--- config.mk ---
export PLATFORM = sky130hd
export DESIGN_NAME = unicode_escape_to_utf8_decoder
export DESIGN_NICKNAME = d
export VERILOG_FILES = /design/src/rtl/core/uesc_pkg.sv /design/src/rtl/core/uesc_decode.sv /design/src/rtl/core/uesc_burst.sv /design/src/rtl/core/unicode_escape_to_utf8_decoder.sv
export VERILOG_INCLUDE_DIRS = /design/src /design/src/rtl/core
export SDC_FILE = /design/constraint.sdc
export NUM_CORES = 1
export LEC_CHECK = 0
export ABC_CLOCK_PERIOD_IN_PS = 5800
export BUFFER_PORTS_ARGS = -buffer_cell sky130_fd_sc_hd__buf_4
export CAP_MARGIN = 40
export CORE_MARGIN = 1.5
export CORE_UTILIZATION = 41
export DETAILED_ROUTE_END_ITERATION = 6
export HOLD_SLACK_MARGIN = 0.05
export SYNTH_ARGS = -nofsm -noshare
export SYNTH_HDL_FRONTEND = slang
export SYNTH_SLANG_ARGS = --single-unit
--- constraint.sdc ---
create_clock -name clk -period 5.8 [get_ports clk]
set_clock_uncertainty 0.2 [all_clocks]
set_input_delay 0.87 -clock clk [delete_from_list [all_inputs] [get_ports clk]]
set_output_delay 0.87 -clock clk [all_outputs]
set_load 0.01 [all_outputs]
--- src/rtl/core/unicode_escape_to_utf8_decoder_defines.svh ---
// assertion macros of the escape decoder modules, used by uesc_burst
`ifndef UNICODE_ESCAPE_TO_UTF8_DECODER_DEFINES_SVH
`define UNICODE_ESCAPE_TO_UTF8_DECODER_DEFINES_SVH

`ifndef SYNTHESIS

// same-cycle implication, checked out of reset
`define UESC_ASSERT_IMP(label, clk, rst_n, ante, cons, msg) \
    label: assert property (@(posedge clk) disable iff (!rst_n) (ante) |-> (cons)) \
        else $error(msg);

// next-cycle implication, checked out of reset
`define UESC_ASSERT_NXT(label, clk, rst_n, ante, cons, msg) \
    label: assert property (@(posedge clk) disable iff (!rst_n) (ante) |=> (cons)) \
        else $error(msg);

`else

`define UESC_ASSERT_IMP(label, clk, rst_n, ante, cons, msg)
`define UESC_ASSERT_NXT(label, clk, rst_n, ante, cons, msg)

`endif

`endif

--- src/rtl/core/uesc_pkg.sv ---
// types, constants and helpers of the escape decoder
package uesc_pkg;

    localparam int BURST_MAX = 5;

    localparam logic [7:0] CHAR_BSLASH = 8'h5C;
    localparam logic [7:0] CHAR_U      = 8'h75;

    localparam logic [15:0] CP_MAX_1B = 16'h007F;
    localparam logic [15:0] CP_MAX_2B = 16'h07FF;

    localparam logic [7:0] LEAD_2B = 8'hC0;
    localparam logic [7:0] LEAD_3B = 8'hE0;
    localparam logic [7:0] CONT_B  = 8'h80;

    // escape progress
    typedef enum logic [2:0] {
        PH_IDLE = 3'd0,
        PH_BSL  = 3'd1,
        PH_U    = 3'd2,
        PH_D1   = 3'd3,
        PH_D2   = 3'd4,
        PH_D3   = 3'd5
    } phase_t;

    // bytes caused by one request
    typedef struct packed {
        logic [BURST_MAX-1:0][7:0] bytes;
        logic [2:0]                cnt;
        logic                      text_last;
    } burst_t;

    // hex digit value, non-hex reads as zero
    function automatic logic [3:0] nib(input logic [7:0] c);
        logic [7:0] v;
        v = 8'h00;
        if (c >= 8'h30 && c <= 8'h39) v = c - 8'h30;
        else if (c >= 8'h61 && c <= 8'h66) v = c - 8'h57;
        else if (c >= 8'h41 && c <= 8'h46) v = c - 8'h37;
        return v[3:0];
    endfunction

endpackage

--- src/rtl/core/uesc_decode.sv ---
// escape state and per-request burst formation
module uesc_decode (
    input  logic            clk,
    input  logic            rst_n,
    input  logic            adv,
    input  logic [7:0]      char_in,
    input  logic            last_char,
    output uesc_pkg::burst_t res
);

    uesc_pkg::phase_t phase_reg, phase_next;
    logic [11:0]      accum_reg, accum_next;
    logic [7:0]       held_reg [3];
    logic             held_we;
    logic [1:0]       held_idx;
    logic [15:0]      cp;
    logic [3:0]       dig;

    assign dig = uesc_pkg::nib(char_in);
    assign cp  = {accum_reg, dig};

    // burst and next state for the held request
    always_comb
    begin
        res            = '0;
        res.text_last  = last_char;
        phase_next     = phase_reg;
        accum_next     = accum_reg;
        held_we        = 1'b0;
        held_idx       = 2'd0;
        case (phase_reg)
            uesc_pkg::PH_BSL:
            begin
                if (char_in == uesc_pkg::CHAR_U)
                begin
                    if (last_char)
                    begin
                        res.bytes[0] = uesc_pkg::CHAR_BSLASH;
                        res.bytes[1] = char_in;
                        res.cnt      = 3'd2;
                    end
                    else
                    begin
                        phase_next = uesc_pkg::PH_U;
                        accum_next = '0;
                    end
                end
                else
                begin
                    // lone backslash goes out raw, byte judged again from idle
                    res.bytes[0] = uesc_pkg::CHAR_BSLASH;
                    if (char_in == uesc_pkg::CHAR_BSLASH && !last_char)
                    begin
                        res.cnt    = 3'd1;
                        phase_next = uesc_pkg::PH_BSL;
                    end
                    else
                    begin
                        res.bytes[1] = char_in;
                        res.cnt      = 3'd2;
                        phase_next   = uesc_pkg::PH_IDLE;
                    end
                end
            end
            uesc_pkg::PH_U, uesc_pkg::PH_D1, uesc_pkg::PH_D2:
            begin
                if (last_char)
                begin
                    // partial escape flushed raw
                    res.bytes[0] = uesc_pkg::CHAR_BSLASH;
                    res.bytes[1] = uesc_pkg::CHAR_U;
                    res.bytes[2] = (phase_reg == uesc_pkg::PH_U)  ? char_in : held_reg[0];
                    res.bytes[3] = (phase_reg == uesc_pkg::PH_D1) ? char_in : held_reg[1];
                    res.bytes[4] = char_in;
                    case (phase_reg)
                        uesc_pkg::PH_U:  res.cnt = 3'd3;
                        uesc_pkg::PH_D1: res.cnt = 3'd4;
                        default:         res.cnt = 3'd5;
                    endcase
                end
                else
                begin
                    held_we    = 1'b1;
                    accum_next = {accum_reg[7:0], dig};
                    case (phase_reg)
                        uesc_pkg::PH_U:
                        begin
                            held_idx   = 2'd0;
                            phase_next = uesc_pkg::PH_D1;
                        end
                        uesc_pkg::PH_D1:
                        begin
                            held_idx   = 2'd1;
                            phase_next = uesc_pkg::PH_D2;
                        end
                        default:
                        begin
                            held_idx   = 2'd2;
                            phase_next = uesc_pkg::PH_D3;
                        end
                    endcase
                end
            end
            uesc_pkg::PH_D3:
            begin
                // utf-8 encode of the completed code point
                if (cp <= uesc_pkg::CP_MAX_1B)
                begin
                    res.bytes[0] = cp[7:0];
                    res.cnt      = 3'd1;
                end
                else if (cp <= uesc_pkg::CP_MAX_2B)
                begin
                    res.bytes[0] = uesc_pkg::LEAD_2B | {3'b000, cp[10:6]};
                    res.bytes[1] = uesc_pkg::CONT_B | {2'b00, cp[5:0]};
                    res.cnt      = 3'd2;
                end
                else
                begin
                    res.bytes[0] = uesc_pkg::LEAD_3B | {4'b0000, cp[15:12]};
                    res.bytes[1] = uesc_pkg::CONT_B | {2'b00, cp[11:6]};
                    res.bytes[2] = uesc_pkg::CONT_B | {2'b00, cp[5:0]};
                    res.cnt      = 3'd3;
                end
                phase_next = uesc_pkg::PH_IDLE;
                accum_next = '0;
            end
            default:
            begin
                if (char_in == uesc_pkg::CHAR_BSLASH && !last_char)
                begin
                    phase_next = uesc_pkg::PH_BSL;
                end
                else
                begin
                    res.bytes[0] = char_in;
                    res.cnt      = 3'd1;
                    phase_next   = uesc_pkg::PH_IDLE;
                end
            end
        endcase
        // end of text returns to idle
        if (last_char)
        begin
            phase_next = uesc_pkg::PH_IDLE;
            accum_next = '0;
        end
    end

    // escape state
    always_ff @(posedge clk or negedge rst_n)
    begin
        if (!rst_n)
        begin
            phase_reg <= uesc_pkg::PH_IDLE;
            accum_reg <= '0;
        end
        else if (adv)
        begin
            phase_reg <= phase_next;
            accum_reg <= accum_next;
        end
    end

    // raw digit characters of a pending escape
    always_ff @(posedge clk)
    begin
        if (adv && held_we)
        begin
            held_reg[held_idx] <= char_in;
        end
    end

endmodule

--- src/rtl/core/uesc_burst.sv ---
// result register that drains one burst a byte per cycle while the output is not stalled
`include "unicode_escape_to_utf8_decoder_defines.svh"

module uesc_burst (
    input  logic             clk,
    input  logic             rst_n,
    input  logic             load,
    input  uesc_pkg::burst_t res,
    output logic             free,
    output logic             out_valid,
    input  logic             out_stall,
    output logic [7:0]       out_byte,
    output logic             run_last,
    output logic             text_end
);

    logic                           valid_reg;
    logic [uesc_pkg::BURST_MAX-1:0][7:0] bytes_reg;
    logic [2:0]                     cnt_reg;
    logic [2:0]                     idx_reg;
    logic                           tlast_reg;
    logic                           take;

    // output view of the current byte
    assign out_valid = valid_reg;
    assign out_byte  = bytes_reg[idx_reg];
    assign run_last  = (idx_reg == cnt_reg - 3'd1);
    assign text_end  = run_last && tlast_reg;
    assign take      = valid_reg && !out_stall;
    assign free      = !valid_reg || (take && run_last);

    // burst control
    always_ff @(posedge clk or negedge rst_n)
    begin
        if (!rst_n)
        begin
            valid_reg <= 1'b0;
            idx_reg   <= '0;
        end
        else if (load)
        begin
            valid_reg <= 1'b1;
            idx_reg   <= '0;
        end
        else if (take)
        begin
            if (run_last)
                valid_reg <= 1'b0;
            else
                idx_reg <= idx_reg + 3'd1;
        end
    end

    // burst payload
    always_ff @(posedge clk)
    begin
        if (load)
        begin
            bytes_reg <= res.bytes;
            cnt_reg   <= res.cnt;
            tlast_reg <= res.text_last;
        end
    end

    `UESC_ASSERT_IMP(a_load_when_free, clk, rst_n, load, free, "burst overwritten while pending")
    `UESC_ASSERT_IMP(a_idx_in_range, clk, rst_n, valid_reg, idx_reg < cnt_reg, "burst index beyond count")
    `UESC_ASSERT_IMP(a_load_nonempty, clk, rst_n, load, res.cnt != 3'd0, "empty burst loaded")
    `UESC_ASSERT_NXT(a_hold_on_stall, clk, rst_n, valid_reg && out_stall && !load, valid_reg && $stable(idx_reg), "stalled burst advanced")

endmodule

--- src/rtl/core/unicode_escape_to_utf8_decoder.sv ---
// top level of the backslash-u escape to utf-8 decoder
// Takes one text byte per request and returns its UTF-8 output bytes one per cycle
// unless out_stall holds them. A request is taken every cycle as long as each yields
// at most one byte and out_stall is low; a request that yields several (a multi-byte
// code point or a flushed partial escape, up to five) holds the single output byte
// port until its last byte is taken, stalling later requests that yield bytes.
// A request passes an input register, then the decode into the burst register.
// Requests that yield nothing (held escape characters) pass without using the output.
module unicode_escape_to_utf8_decoder (
    input  logic       clk,
    input  logic       rst_n,
    input  logic       in_valid,
    output logic       in_stall,
    input  logic [7:0] char_in,
    input  logic       last_char,
    output logic       out_valid,
    input  logic       out_stall,
    output logic [7:0] out_byte,
    output logic       run_last,
    output logic       text_end
);

    logic             inv_reg;
    logic [7:0]       char_reg;
    logic             last_reg;
    logic             adv;
    logic             burst_free;
    uesc_pkg::burst_t res;

    // held request moves on when the burst register can take it or it yields nothing
    assign adv      = inv_reg && (burst_free || res.cnt == 3'd0);
    assign in_stall = inv_reg && !adv;

    // input register
    always_ff @(posedge clk or negedge rst_n)
    begin
        if (!rst_n)
            inv_reg <= 1'b0;
        else if (in_valid && !in_stall)
            inv_reg <= 1'b1;
        else if (adv)
            inv_reg <= 1'b0;
    end

    always_ff @(posedge clk)
    begin
        if (in_valid && !in_stall)
        begin
            char_reg <= char_in;
            last_reg <= last_char;
        end
    end

    uesc_decode u_decode (
        .clk       (clk),
        .rst_n     (rst_n),
        .adv       (adv),
        .char_in   (char_reg),
        .last_char (last_reg),
        .res       (res)
    );

    uesc_burst u_burst (
        .clk       (clk),
        .rst_n     (rst_n),
        .load      (adv && res.cnt != 3'd0),
        .res       (res),
        .free      (burst_free),
        .out_valid (out_valid),
        .out_stall (out_stall),
        .out_byte  (out_byte),
        .run_last  (run_last),
        .text_end  (text_end)
    );

endmodule

==> impl_metrics.csv <==
group,metric,value,unit
timing,rsz0062_at_grt,"false",
layout,drive_above_1_share,15.6,%
timing,slew_violations,0,
cts,hold_buffers,0,
layout,layout_commonest_cell,"edfxtp_1",
grt,antenna_found_initial,0,
pwr,combPwrFrac,46.2,%
cts,cts_tree,"done",
layout,layout_common_cells,"edfxtp_1 (69), a21oi_1 (38), nor2_1 (35), mux2i_1 (31), nand2_1 (30)",
drt,first_pass_iters,5,
synth,syn_nets,418,
pwr,clock_power_share,13.5,%
grt,grt_pass1_vias,3099,
cts,cts_sinks,89,
synth,syn_avg_cell_area,11.5,µm²
drt,via_count,3174,
synth,synth_warnings,0,
drt,antenna_left,0,
drt,drc,0,
floorplan,start_util,42.3,%
cts,clockBufferDepth,2,
floorplan,row_count,38,
timing,timing_worst_slew_pin_value,0.824,ns
worst_setup_path,worstSetupPathType,"reg -> out",
synth,synthTopCellsByArea,"edfxtp_1 (45%), dfrtp_1 (11%), mux2i_1 (6.7%)",
timing,min_period,3.94,ns
worst_setup_path,crit_path_end_kind,"primary output",
layout,layout.nets,437,
pwr,internal_power,1700,µW
synth,ys_ff_latch,89,
drt,vias_per_cell,5.63,
hold_path,hp-class,"in -> async",
layout,largest_register_ffs,40,
timing,tns,0,ns
grt,grt_use_total,19.5,%
cts,cts_buffers,9,
floorplan,fp.dieW,109,µm
placed_design,numPortBuffers,24,
pwr,power_frac_seq,40.3,%
synth,synthCells,400,
pwr,leakage,0.00195,µW
drt,wirelength,10600,µm
synth,synth.distinct_cells,61,
synth,synth_seq_area_share,55.8,%
placed_design,hpwl,7610,µm
pwr,power,3050,µW
timing,clock.fmax,254,MHz
cts,clockRootBuffer,"clkbuf_8",
worst_setup_path,startpoint_type,"register",
cts,cts.clk_slew.worst_paths,0.10,ns
pwr,switching_power,1350,µW
synth,syn_area,0.00461,mm²
floorplan,fp.dieH,109,µm
worst_setup_path,ff2ff_path_depth,9,
pwr,ir_drop,0.000242,V
synth,synth_top_area_share,45.0,%
grt,grt_first_pass_wirelength,17200,µm
worst_setup_path,crit_path_start,"char_reg[0]",
synth,synth_edf_count,69,
cts,ctsResizeCount,0,
grt,gr-total-overflow,0,
grt,grt_max_degree,36,
timing,slew_headroom,44.8,%
layout,seqCellArea,0.00257,mm²
floorplan,io_pins,25,
run_status,status,"completed",
drt,wl_per_cell,18.9,µm
layout,multiInputGateArea,0.00191,mm²
layout,area_delta_synth_final,11.2,%
layout,fillers,1002,
floorplan,die_area,0.0119,mm²
pwr,p_sw_share,44.2,%
worst_setup_path,worst-path-max-fanout,11,
pwr,p_per_area,596,mW/mm²
floorplan,coreArea,0.0109,mm²
synth,synth-async-reset-ratio,22.5,%
cts,h-tree-depth,3,
worst_setup_path,r2r-start,"char_reg[0]",
placed_design,globalplace.congestion,0.922,
timing,setup_viol,0,
worst_setup_path,crit_arrival,2.87,ns
job,max_cap_viol_count,0,
timing,hold_violations,0,
drt,drtIter0Drc,235,
worst_setup_path,worstPathRequired,4.73,ns
cts,clock_latency,0.37,ns
layout,n_antenna_cell,0,
cts,post-cts-setup-buffer-count,0,
synth,ys.flop_type,"edfxtp_1",
synth,synth.largest_area_cell,"edfxtp_1",
timing,fin_crit_sh,67.9,%
[metrics by stage]
step           util (%)  hold WS (ns)  setup slack, ns  std cells  area, µm²
3_5_place_dp       45.4         0.322             2.24        548       4940
6_report           47.1         0.167             1.86        564       5120
2_1_floorplan         -         0.239             1.46        400       4610
4_1_cts            47.1         0.172             1.83        564       5120
5_1_grt            47.1         0.181             1.58        564       5120
3_3_place_gp       44.9         0.339             2.17        544       4890
[metal layers]
metal  up-vias  global-route usage [%]  wire length, µm
met1      1532                    30.3             5310
li1       1535                       -                -
met4         0                    6.67              144
met2        95                    27.7             4680
met3        12                    2.57              505
met5         -                       0                0
[logic make-up (layout without fill, tap and decap cells)]
family	after synthesis	count (layout)	share of synthesized area [%]
AO/OA/AOI/OAI	116	116	17.6
XOR/XNOR	3	3	0.896
adder cells (fa/ha/maj)	5	5	1.36
buffers and inverters	33	57	2.96
flip-flops	89	89	55.8
multiplexers	32	32	7.22
AND/OR/NAND/NOR	122	122	14.1
[synthesized netlist by cell type, drive strengths merged, types with 2 or more instances]
master,count
buf,8
o21bai,2
xnor2,2
o21ai,18
or2,2
o211ai,5
inv,11
a22oi,5
edfxtp,69
a211oi,3
a311oi,3
nor3,8
nand2,31
clkbuf,14
nor4,4
nand3,3
a21oi,40
a21o,2
nor2b,7
mux2i,32
nor2,36
dfrtp,20
ha,5
and3,2
a31oi,2
o31ai,2
nor3b,4
and2,10
o22ai,13
a22o,14
nand2b,7
nand3b,2
[worst paths after layout]
check,end,slack (ns)
hold reg to reg,u_decode.accum_reg[10],0.34
hold / removal,u_decode.phase_reg[1],0.17
min in group clk,u_decode.accum_reg[10],0.34
max in group asynchronous,u_decode.accum_reg[1],5.00
setup reg to reg,u_burst.bytes_reg[15],2.43
setup / recovery,in_stall,1.86
[layout make-up]
type                       count  area share [%]
clock buffer                   9            2.42
timing repair buffer          30            4.79
inverter                      11           0.806
clock inverter                 7            1.12
sequential                    89            50.2
tap                          140            3.42
multi-input combinational    278            37.2
[worst max-delay path, cell delays in order, from the launching register on]
cell      delay (ns)
edfxtp_1        0.61
inv_1           0.16
ha_1            0.26
nand3b_1        0.20
a211oi_1        0.12
nor3_2          0.54
nor3b_2         0.17
a211oi_2        0.28
buf_4           0.17
[power groups by stage]
| stage | clock network (µW) | logic [µW] | registers (µW) |
|---|---|---|---|
| after floorplan | 0 | 1090 | 1110 |
| after global placement | 0 | 1340 | 1260 |
| after detailed placement | 0 | 1400 | 1240 |
| after CTS | 418 | 1410 | 1230 |
| after global routing | 442 | 1560 | 1260 |
| final | 412 | 1410 | 1230 |
Power figures use the tool's default switching activity.
